### src/rtl/lts_pkg.sv
// shared types, character codes and classification functions of the token splitter
package lts_pkg;

    localparam logic [7:0] CH_TAB     = 8'h09;
    localparam logic [7:0] CH_NEWLINE = 8'h0A;
    localparam logic [7:0] CH_CR      = 8'h0D;
    localparam logic [7:0] CH_SPACE   = 8'h20;
    localparam logic [7:0] CH_DQUOTE  = 8'h22;
    localparam logic [7:0] CH_HASH    = 8'h23;
    localparam logic [7:0] CH_QUOTE   = 8'h27;
    localparam logic [7:0] CH_LPAREN  = 8'h28;
    localparam logic [7:0] CH_RPAREN  = 8'h29;
    localparam logic [7:0] CH_COLON   = 8'h3A;
    localparam logic [7:0] CH_BSLASH  = 8'h5C;

    typedef struct packed {
        logic [7:0] in_byte;
        logic       end_of_stream;
    } in_item_t;

    typedef struct packed {
        logic [7:0] out_byte;
        logic       token_first;
        logic       token_last;
    } out_item_t;

    // handshake control to the scanner: take from the input stage, drain from token_ch
    typedef struct packed {
        logic take;
        logic drain;
    } step_ctl_t;

    function automatic logic is_space(input logic [7:0] b);
        return (b == CH_SPACE) || ((b >= CH_TAB) && (b <= CH_CR));
    endfunction

    function automatic logic ends_word(input logic [7:0] b);
        return is_space(b) || (b == CH_LPAREN) || (b == CH_RPAREN) ||
               (b == CH_HASH) || (b == CH_DQUOTE) || (b == CH_QUOTE);
    endfunction

endpackage

### src/rtl/lts_if.sv
// valid/ready channel carrying one payload per transfer
interface lts_if #(
    parameter type payload_t = logic
);
    logic     valid;
    logic     ready;
    payload_t payload;

    modport source (output valid, output payload, input ready);
    modport sink   (input valid, input payload, output ready);
endinterface

### src/rtl/lts_scan.sv
// scanner: mode state, held byte and result register
module lts_scan (
    input  logic              clk,
    input  logic              rst_n,
    input  lts_pkg::step_ctl_t ctl,
    input  lts_pkg::in_item_t item,
    output logic              take_ok,
    output logic              out_valid,
    output lts_pkg::out_item_t out_item
);
    import lts_pkg::*;

    typedef enum logic [2:0] {
        MODE_BETWEEN = 3'd0,
        MODE_COMMENT = 3'd1,
        MODE_WORD    = 3'd2,
        MODE_STRING  = 3'd3,
        MODE_ESCAPE  = 3'd4
    } mode_t;

    mode_t      mode_reg, mode_next;
    logic [7:0] held_byte_reg, held_byte_next;
    logic       held_valid_reg, held_valid_next;
    logic       held_first_reg, held_first_next;
    logic       lone_colon_reg, lone_colon_next;
    logic       out_valid_reg;
    out_item_t  out_item_reg;

    logic       emit;
    logic       emit_last;

    // what a byte does when it arrives between tokens
    mode_t      start_mode;
    logic       start_hold;
    logic       start_colon;

    logic [7:0] b;

    assign b = item.in_byte;

    always_comb
    begin
        start_mode  = MODE_BETWEEN;
        start_hold  = 1'b0;
        start_colon = 1'b0;
        priority if (is_space(b))
        begin
            start_hold = 1'b0;
        end
        else if (b == CH_HASH)
        begin
            start_mode = MODE_COMMENT;
        end
        else if (b == CH_DQUOTE)
        begin
            start_mode = MODE_STRING;
            start_hold = 1'b1;
        end
        else if ((b == CH_LPAREN) || (b == CH_RPAREN) || (b == CH_QUOTE))
        begin
            start_hold = 1'b1;
        end
        else
        begin
            start_mode  = MODE_WORD;
            start_hold  = 1'b1;
            start_colon = (b == CH_COLON);
        end
    end

    always_comb
    begin
        mode_next       = mode_reg;
        held_byte_next  = held_byte_reg;
        held_valid_next = held_valid_reg;
        held_first_next = held_first_reg;
        lone_colon_next = lone_colon_reg;
        emit            = 1'b0;
        emit_last       = 1'b0;
        if (item.end_of_stream)
        begin
            // flush, a lone colon word is dropped
            emit            = held_valid_reg && !((mode_reg == MODE_WORD) && lone_colon_reg);
            emit_last       = 1'b1;
            held_valid_next = 1'b0;
            held_first_next = 1'b0;
            lone_colon_next = 1'b0;
            mode_next       = MODE_BETWEEN;
        end
        else
        begin
            unique case (mode_reg)
                MODE_COMMENT:
                begin
                    if (b == CH_NEWLINE)
                    begin
                        mode_next = MODE_BETWEEN;
                    end
                end
                MODE_WORD:
                begin
                    if (ends_word(b))
                    begin
                        emit            = held_valid_reg && !lone_colon_reg;
                        emit_last       = 1'b1;
                        mode_next       = start_mode;
                        lone_colon_next = start_colon;
                        held_valid_next = start_hold;
                        held_first_next = start_hold;
                        if (start_hold)
                        begin
                            held_byte_next = b;
                        end
                    end
                    else
                    begin
                        emit            = held_valid_reg;
                        emit_last       = 1'b0;
                        lone_colon_next = 1'b0;
                        held_byte_next  = b;
                        held_valid_next = 1'b1;
                        held_first_next = 1'b0;
                    end
                end
                MODE_STRING, MODE_ESCAPE:
                begin
                    emit            = held_valid_reg;
                    emit_last       = 1'b0;
                    held_byte_next  = b;
                    held_valid_next = 1'b1;
                    held_first_next = 1'b0;
                    priority if (mode_reg == MODE_ESCAPE)
                    begin
                        mode_next = MODE_STRING;
                    end
                    else if (b == CH_BSLASH)
                    begin
                        mode_next = MODE_ESCAPE;
                    end
                    else if (b == CH_DQUOTE)
                    begin
                        mode_next = MODE_BETWEEN;
                    end
                    else
                    begin
                        mode_next = MODE_STRING;
                    end
                end
                default:
                begin
                    emit            = held_valid_reg;
                    emit_last       = 1'b1;
                    mode_next       = start_mode;
                    lone_colon_next = start_colon;
                    held_valid_next = start_hold;
                    held_first_next = start_hold;
                    if (start_hold)
                    begin
                        held_byte_next = b;
                    end
                end
            endcase
        end
    end

    always_ff @(posedge clk or negedge rst_n)
    begin
        if (!rst_n)
        begin
            mode_reg       <= MODE_BETWEEN;
            held_byte_reg  <= '0;
            held_valid_reg <= 1'b0;
            held_first_reg <= 1'b0;
            lone_colon_reg <= 1'b0;
            out_valid_reg  <= 1'b0;
            out_item_reg   <= '0;
        end
        else if (ctl.take)
        begin
            mode_reg       <= mode_next;
            held_byte_reg  <= held_byte_next;
            held_valid_reg <= held_valid_next;
            held_first_reg <= held_first_next;
            lone_colon_reg <= lone_colon_next;
            out_valid_reg  <= emit;
            out_item_reg   <= '{out_byte: held_byte_reg, token_first: held_first_reg,
                                token_last: emit_last};
        end
        else if (ctl.drain)
        begin
            out_valid_reg <= 1'b0;
        end
    end

    assign take_ok   = !out_valid_reg || ctl.drain;
    assign out_valid = out_valid_reg;
    assign out_item  = out_item_reg;

endmodule

### src/rtl/lisp_token_splitter.sv
// top level of the lisp token splitter
//
//  channel    dir   payload                                  role
//  char_ch    sink  in_byte[7:0], end_of_stream              source bytes / stream end
//  token_ch   src   out_byte[7:0], token_first, token_last   token bytes with marks
//
// one byte per cycle sustained while token_ch is ready; a byte reaches token_ch via
// the input and result registers after its successor (or the end-of-stream item) is
// transferred in, as each token byte is held until the next decides its last mark
// reset leaves the scanner between tokens with nothing held
// a stall on token_ch backs up into one input register, then drops char_ch ready
module lisp_token_splitter (
    input logic clk,
    input logic rst_n,
    lts_if.sink char_ch,
    lts_if.source token_ch
);
    import lts_pkg::*;

    // input register stage
    logic      in_valid_reg, in_valid_next;
    in_item_t  in_item_reg;
    logic      take_ok;
    logic      advance;
    step_ctl_t ctl;

    // the scanner takes the registered item when its result register frees up
    assign advance       = in_valid_reg && take_ok;
    assign char_ch.ready = !in_valid_reg || advance;

    always_comb
    begin
        in_valid_next = in_valid_reg;
        if (char_ch.valid && char_ch.ready)
        begin
            in_valid_next = 1'b1;
        end
        else if (advance)
        begin
            in_valid_next = 1'b0;
        end
    end

    always_ff @(posedge clk or negedge rst_n)
    begin
        if (!rst_n)
        begin
            in_valid_reg <= 1'b0;
        end
        else
        begin
            in_valid_reg <= in_valid_next;
        end
    end

    // payload register, loaded on every input transfer
    always_ff @(posedge clk)
    begin
        if (char_ch.valid && char_ch.ready)
        begin
            in_item_reg <= char_ch.payload;
        end
    end

    assign ctl.take  = advance;
    assign ctl.drain = token_ch.ready;

    // mode logic, held byte and result register
    lts_scan u_scan (
        .clk       (clk),
        .rst_n     (rst_n),
        .ctl       (ctl),
        .item      (in_item_reg),
        .take_ok   (take_ok),
        .out_valid (token_ch.valid),
        .out_item  (token_ch.payload)
    );

endmodule

### src/flat_wrapper.sv
// flat-port wrapper written by rule: the top's interface ports become plain ports
module lisp_token_splitter_flat import lts_pkg::*;
  (clk, rst_n, char_ch_valid, char_ch_payload, char_ch_ready, token_ch_valid, token_ch_payload, token_ch_ready);
  lts_if char_ch_i ();
  lts_if token_ch_i ();
  input logic clk;
  input logic rst_n;
  input wire logic [$bits(char_ch_i.valid)-1:0] char_ch_valid;
  input wire logic [$bits(char_ch_i.payload)-1:0] char_ch_payload;
  output wire logic [$bits(char_ch_i.ready)-1:0] char_ch_ready;
  output wire logic [$bits(token_ch_i.valid)-1:0] token_ch_valid;
  output wire logic [$bits(token_ch_i.payload)-1:0] token_ch_payload;
  input wire logic [$bits(token_ch_i.ready)-1:0] token_ch_ready;
  assign char_ch_i.valid = char_ch_valid;
  assign char_ch_i.payload = char_ch_payload;
  assign char_ch_ready = char_ch_i.ready;
  assign token_ch_valid = token_ch_i.valid;
  assign token_ch_payload = token_ch_i.payload;
  assign token_ch_i.ready = token_ch_ready;
  lisp_token_splitter u_core (.clk(clk), .rst_n(rst_n), .char_ch(char_ch_i), .token_ch(token_ch_i));
endmodule
### config.mk
export PLATFORM = sky130hd
export DESIGN_NAME = lisp_token_splitter_flat
export DESIGN_NICKNAME = d
export VERILOG_FILES = /design/src/rtl/lts_pkg.sv /design/src/rtl/lts_if.sv /design/src/rtl/lts_scan.sv /design/src/rtl/lisp_token_splitter.sv /design/src/flat_wrapper.sv
export SDC_FILE = /design/constraint.sdc
export NUM_CORES = 1
export LEC_CHECK = 0
export BUFFER_PORTS_ARGS = -buffer_cell sky130_fd_sc_hd__clkbuf_2
export CORE_AREA = 2 2 39 41
export CTS_CLUSTER_SIZE = 28
export DETAILED_ROUTE_END_ITERATION = 7
export DIE_AREA = 0 0 41 43
export GPL_ROUTABILITY_DRIVEN = 0
export SKIP_CTS_REPAIR_TIMING = 1
export SLEW_MARGIN = 40
export SYNTH_ARGS = -nofsm -noshare
export SYNTH_HDL_FRONTEND = slang
export SYNTH_SLANG_ARGS = --single-unit
### constraint.sdc
create_clock -name clk -period 1.17 [get_ports clk]
set_input_delay 0.351 -clock clk [delete_from_list [all_inputs] [get_ports clk]]
set_output_delay 0.351 -clock clk [all_outputs]
set_load 0.05 [all_outputs]
=== Word level (Yosys, flattened, before mapping) ===
Index checks and enable logic that the tools add are counted.

* Equal/unequal tests: 7
* Mux-type cells: 14
* Reduce and logical (&&, ||, !) cells: 18

{| class="wikitable"
|+ Operators by type and width
! cell !! count
|-
| $mux W1 || 12
|-
| $eq A3 B2 Y1 const B || 2
|-
| $ne A2 B1 Y1 const B || 3
|-
| $pmux W3 S2 || 1
|-
| $logic_and A1 B1 Y1 || 4
|-
| $reduce_and A2 Y1 || 2
|-
| $reduce_bool A2 Y1 || 2
|-
| $reduce_or A2 Y1 || 2
|-
| $reduce_or A4 Y1 || 1
|-
| $eq A3 B1 Y1 const B || 1
|-
| $eq A3 B3 Y1 const B || 1
|-
| $logic_not A1 Y1 || 3
|-
| $mux W3 || 1
|-
| $reduce_and A3 Y1 || 1
|-
| $reduce_or A3 Y1 || 1
|-
| $logic_or A1 B1 Y1 || 2
|}

* Logic and storage cells: 46
* Bits in registers: 9

=== Logic depth before layout (Yosys ltp) ===
* Depth in word-level cells: 6
* Mapped depth: 3

=== Cells and area by module ===
A second synthesis with hierarchy kept.

* Cells, all modules: 121
* Area, all modules: 1461.4 um^2

{| class="wikitable"
|+ Modules (own cells, without submodules)
! module !! cells an instance !! sequential area each (um^2) !! instances !! area each (um^2)
|-
| lts_scan || 114 || 625.6 || 1 || 1367.6
|-
| lisp_token_splitter || 7 || 55.1 || 1 || 93.8
|}

=== Worst setup path after synthesis ===
No wires, ideal clock.

* Path type: register to register
* Start: reg u_core.u_scan.out_valid_reg, in the netlist u_core.u_scan.out_valid
* End: reg u_core.in_item_reg[0] (netlist bit) (enable)
* Stages on the path, launching flop included: 3
* Required time: 0.927 ns
* Path buffers: 0
* Setup slack: -0.440 ns
* Period minus slack after synthesis: 1.610 ns
* Arrival: 1.367 ns
* Setup time: 0.243 ns
* Cell sequence: dfrtp_1 nand3b_2 and2_1

* Cells in the longest elaborated chain, start to end: 5

{| class="wikitable"
|+ Ends and longest elaborated chain
! element !! RTL line !! source
|-
| from (decl) || lts_scan.sv:26 || <nowiki>logic out_valid_reg;</nowiki>
|-
| from (signal assigned) || lts_scan.sv:185 || <nowiki>out_valid_reg <= emit;</nowiki>
|-
| $logic_not A1 Y1 || lts_scan.sv:195 || <nowiki>assign take_ok = !out_valid_reg || ctl.drain;</nowiki>
|-
| $logic_or A1 B1 Y1 || lts_scan.sv:195 ||
|-
| $logic_and A1 B1 Y1 || lisp_token_splitter.sv:28 || <nowiki>assign advance = in_valid_reg && take_ok;</nowiki>
|-
| $logic_or A1 B1 Y1 || lisp_token_splitter.sv:29 || <nowiki>assign char_ch.ready = !in_valid_reg || advance;</nowiki>
|-
| net char_ch_ready || flat_wrapper.sv:10 || <nowiki>output wire logic [$bits(char_ch_i.ready)-1:0] char_ch_ready;</nowiki>
|-
| $logic_and A1 B1 Y1 || lisp_token_splitter.sv:59 || <nowiki>if (char_ch.valid && char_ch.ready)</nowiki>
|-
| to (signal assigned) || lisp_token_splitter.sv:61 || <nowiki>in_item_reg <= char_ch.payload;</nowiki>
|-
| to (decl) || lisp_token_splitter.sv:22 || <nowiki>in_item_t in_item_reg;</nowiki>
|}

The timed path passes the listed nets, and every way through them passes these cells.
A chain may end at the register's enable or synchronous reset.

=== Final worst setup path ===
* Start: reg u_core.u_scan.out_valid_reg, in the netlist u_core.u_scan.out_valid
* End: out char_ch_ready

* Cells in the longest elaborated chain, start to end: 4

{| class="wikitable"
|+ Ends and longest elaborated chain
! element !! RTL line
|-
| $logic_not A1 Y1 || lts_scan.sv:195
|-
| $logic_or A1 B1 Y1 || lts_scan.sv:195
|-
| $logic_and A1 B1 Y1 || lisp_token_splitter.sv:28
|-
| $logic_or A1 B1 Y1 || lisp_token_splitter.sv:29
|-
| to (decl) || flat_wrapper.sv:10
|}

Every way passes these cells.

==> results.sh <==
export IMPL_status="finished with violations"
export IMPL_failed_checks="setup timing"
export IMPL_rsz0062_at_grt="yes"
export IMPL_skew_ps=0.8616
export IMPL_syn_area_per_cell_um2=11.71
export IMPL_hold_start="char_ch_payload"
export IMPL_r2r_slack_ps=140
export IMPL_swShare=0.3330
export IMPL_vias_per_cell=4.123
export IMPL_async_flop_share=0.8571
export IMPL_ys_seq_area_frac=0.6154
export IMPL_synth_top_cells_by_count="dfrtp_1, nor2_1, a31oi_1, nand2b_1"
export IMPL_yosysWarningCount=0
export IMPL_fin_crit_ps=1267
export IMPL_rows=14
export IMPL_first_pass_iters=4
export IMPL_grt_max_degree=7
export IMPL_h_tree_depth=1
export IMPL_die_w_um=41
export IMPL_critPathKind="reg -> out"
export IMPL_tightest_slew_ps=247.0
export IMPL_post_route_period_util=1.083
export IMPL_fp_dieArea_um2=1763
export IMPL_n_fill_cell=148
export IMPL_powerDensity_nw_per_um2=1829
export IMPL_drt_iter0_drc=6
export IMPL_post_dp_hpwl_um=382.6
export IMPL_drive_gt1_frac=0.4634
export IMPL_drt_wirelength_per_cell_um=8.930
export IMPL_multi_input_area_um2=120.1
export IMPL_end_kind="output port"
export IMPL_critPathRequiredTime_ps=820
export IMPL_cp_arrival_ps=920
export IMPL_r2r_start="u_core.u_scan.out_valid"
export IMPL_antenna_found_initial=0
export IMPL_synthTopCellsByArea="dfrtp_1, edfxtp_1, a31oi_1, nor2_1, nand2b_4"
export IMPL_pwr_share_seq=0.403
export IMPL_synthCells=25
export IMPL_ant_nets=0
export IMPL_largest_reg_flops=2
export IMPL_synth_top_area_frac=0.5128
export IMPL_hp_class="in -> reg"
export IMPL_worst_hold_slack_ps=275.5
export IMPL_ys_types=13
export IMPL_clk_pin_slew_worst_paths_ps=50
export IMPL_max_vdd_ir_drop_v=0.0006591
export IMPL_tritoncts="built"
export IMPL_rr_worst_depth=3
export IMPL_coreArea_um2=1384
export IMPL_grt_pass1_wl_um=869
export IMPL_min_to="u_core.in_item_reg[0]"
export IMPL_portBuffers=7
export IMPL_drcViolationCount=0
export IMPL_synth_top_cell_by_area="dfrtp_1"
export IMPL_gr_usage_all_layers=0.08020
export IMPL_regArea_um2=181.4
export IMPL_netlist_area_um2=292.8
export IMPL_synth_edf_count=1
export IMPL_fin_area_um2=442.9
export IMPL_p_leak_nw=0.2065
export IMPL_vias=235
export IMPL_max_slew_margin_rel=0.8364
export IMPL_diodes=0
export IMPL_setup_slack_ps=-97.04
export IMPL_wl_um=509
export IMPL_cts_root_buf="clkbuf_4"
export IMPL_synthFlopType="dfrtp_1"
export IMPL_grt_pass1_vias=219
export IMPL_maxCapViolCount=0
export IMPL_clock_path_buffers=2
export IMPL_combinationalPowerShare=0.326
export IMPL_clk_latency_ps=250
export IMPL_p_int_uw=540.4
export IMPL_setup_viol=2
export IMPL_grt_overflow_total=0
export IMPL_clkPwrFrac=0.271
export IMPL_p_switching_uw=269.8
export IMPL_start_kind="flop"
export IMPL_cts_buffers=3
export IMPL_place_ws_ps=-7.609
export IMPL_ys_ff_latch=7
export IMPL_synth_nets=30
export IMPL_r2r_end="u_core.in_item_reg[0]"
export IMPL_worst_path_max_fanout=3
export IMPL_finalHoldViolCount=0
export IMPL_cts_sinks=7
export IMPL_area_delta_synth_final_pct=51.28
export IMPL_start_util=0.2116
export IMPL_die_h_um=43
export IMPL_slew_violations=0
export IMPL_synth_most_common_cell="dfrtp_1"
export IMPL_io_pins=8
export IMPL_nets=47
export IMPL_dpl_cell_area_um2=382.9
export IMPL_clock_fmax_mhz=789.2
export IMPL_holdPathStages=1
[area by class of cell]
type | count | share of cell area
Clock buffer | 4 | 0.05932
Inverter | 1 | 0.008475
Multi-Input combinational cell | 17 | 0.2712
Sequential cell | 7 | 0.4096
Tap cell | 16 | 0.04520
Timing Repair Buffer | 12 | 0.2062
[cells in the final DEF (no fill, tap or decap), drive strengths merged]
master and n:
nand3b 1, nand2 1, dfrtp 6, nand2b 3, a21oi 1, buf 7, edfxtp 1, a31oi 3
o211ai 1, nor2 5, dlygate4sd3 1, and3 1, clkbuf 8, inv 1, and2 1
[through the flow]
stage,power (mW),std cells,setup TNS [ps],utilization
floorplan,0.4846,25,-47.46,-
global placement,0.5563,51,-6.723,0.2767
detailed placement,0.5576,51,-7.609,0.2767
CTS,0.7849,55,-421.3,0.2957
global route,0.8712,57,-296.1,0.3201
finish,0.8102,57,-193.8,0.3201
[cell families after synthesis]
kind of cell | Yosys count | synth area share
buffers and inverters | 1 | 0.01281
AOI/OAI and AO/OA | 5 | 0.1068
and+or+nand+nor | 12 | 0.2649
DFF | 7 | 0.6154
[power groups by stage]
| stage | clock network, mW | registers (mW) | logic, mW |
|---|---|---|---|
| after global routing | 0.256 | 0.330 | 0.285 |
| after detailed placement | 0 | 0.330 | 0.228 |
| final | 0.220 | 0.326 | 0.264 |
| after CTS | 0.231 | 0.326 | 0.228 |
| after global placement | 0 | 0.330 | 0.227 |
| after floorplan | 0 | 0.398 | 0.0868 |
[layer usage]
metal / global-route usage / share of wire / vias to the layer above
met1: 0.1067 / 0.44 / 105
met5: 0 / 0 / -
met2: 0.09063 / 0.46 / 11
met4: 0.08000 / 0 / 0
li1: - / - / 119
met3: 0.03141 / 0.092 / 0
[worst max-delay path: stages (launching register included)]
cell and delay, ps:
dfrtp_2 430, nand3b_4 90, buf_8 140
[how the worst max path moves through the flow]
| stage | startpoint | end |
|---|---|---|
| floorplan | u_core.u_scan.out_valid | u_core.in_item_reg[0] |
| global placement | token_ch_ready | char_ch_ready |
| CTS | u_core.u_scan.out_valid | char_ch_ready |
| finish | u_core.u_scan.out_valid | char_ch_ready |
| global route | u_core.u_scan.out_valid | char_ch_ready |
| detailed placement | token_ch_ready | char_ch_ready |
Power figures use the tool's default switching activity.
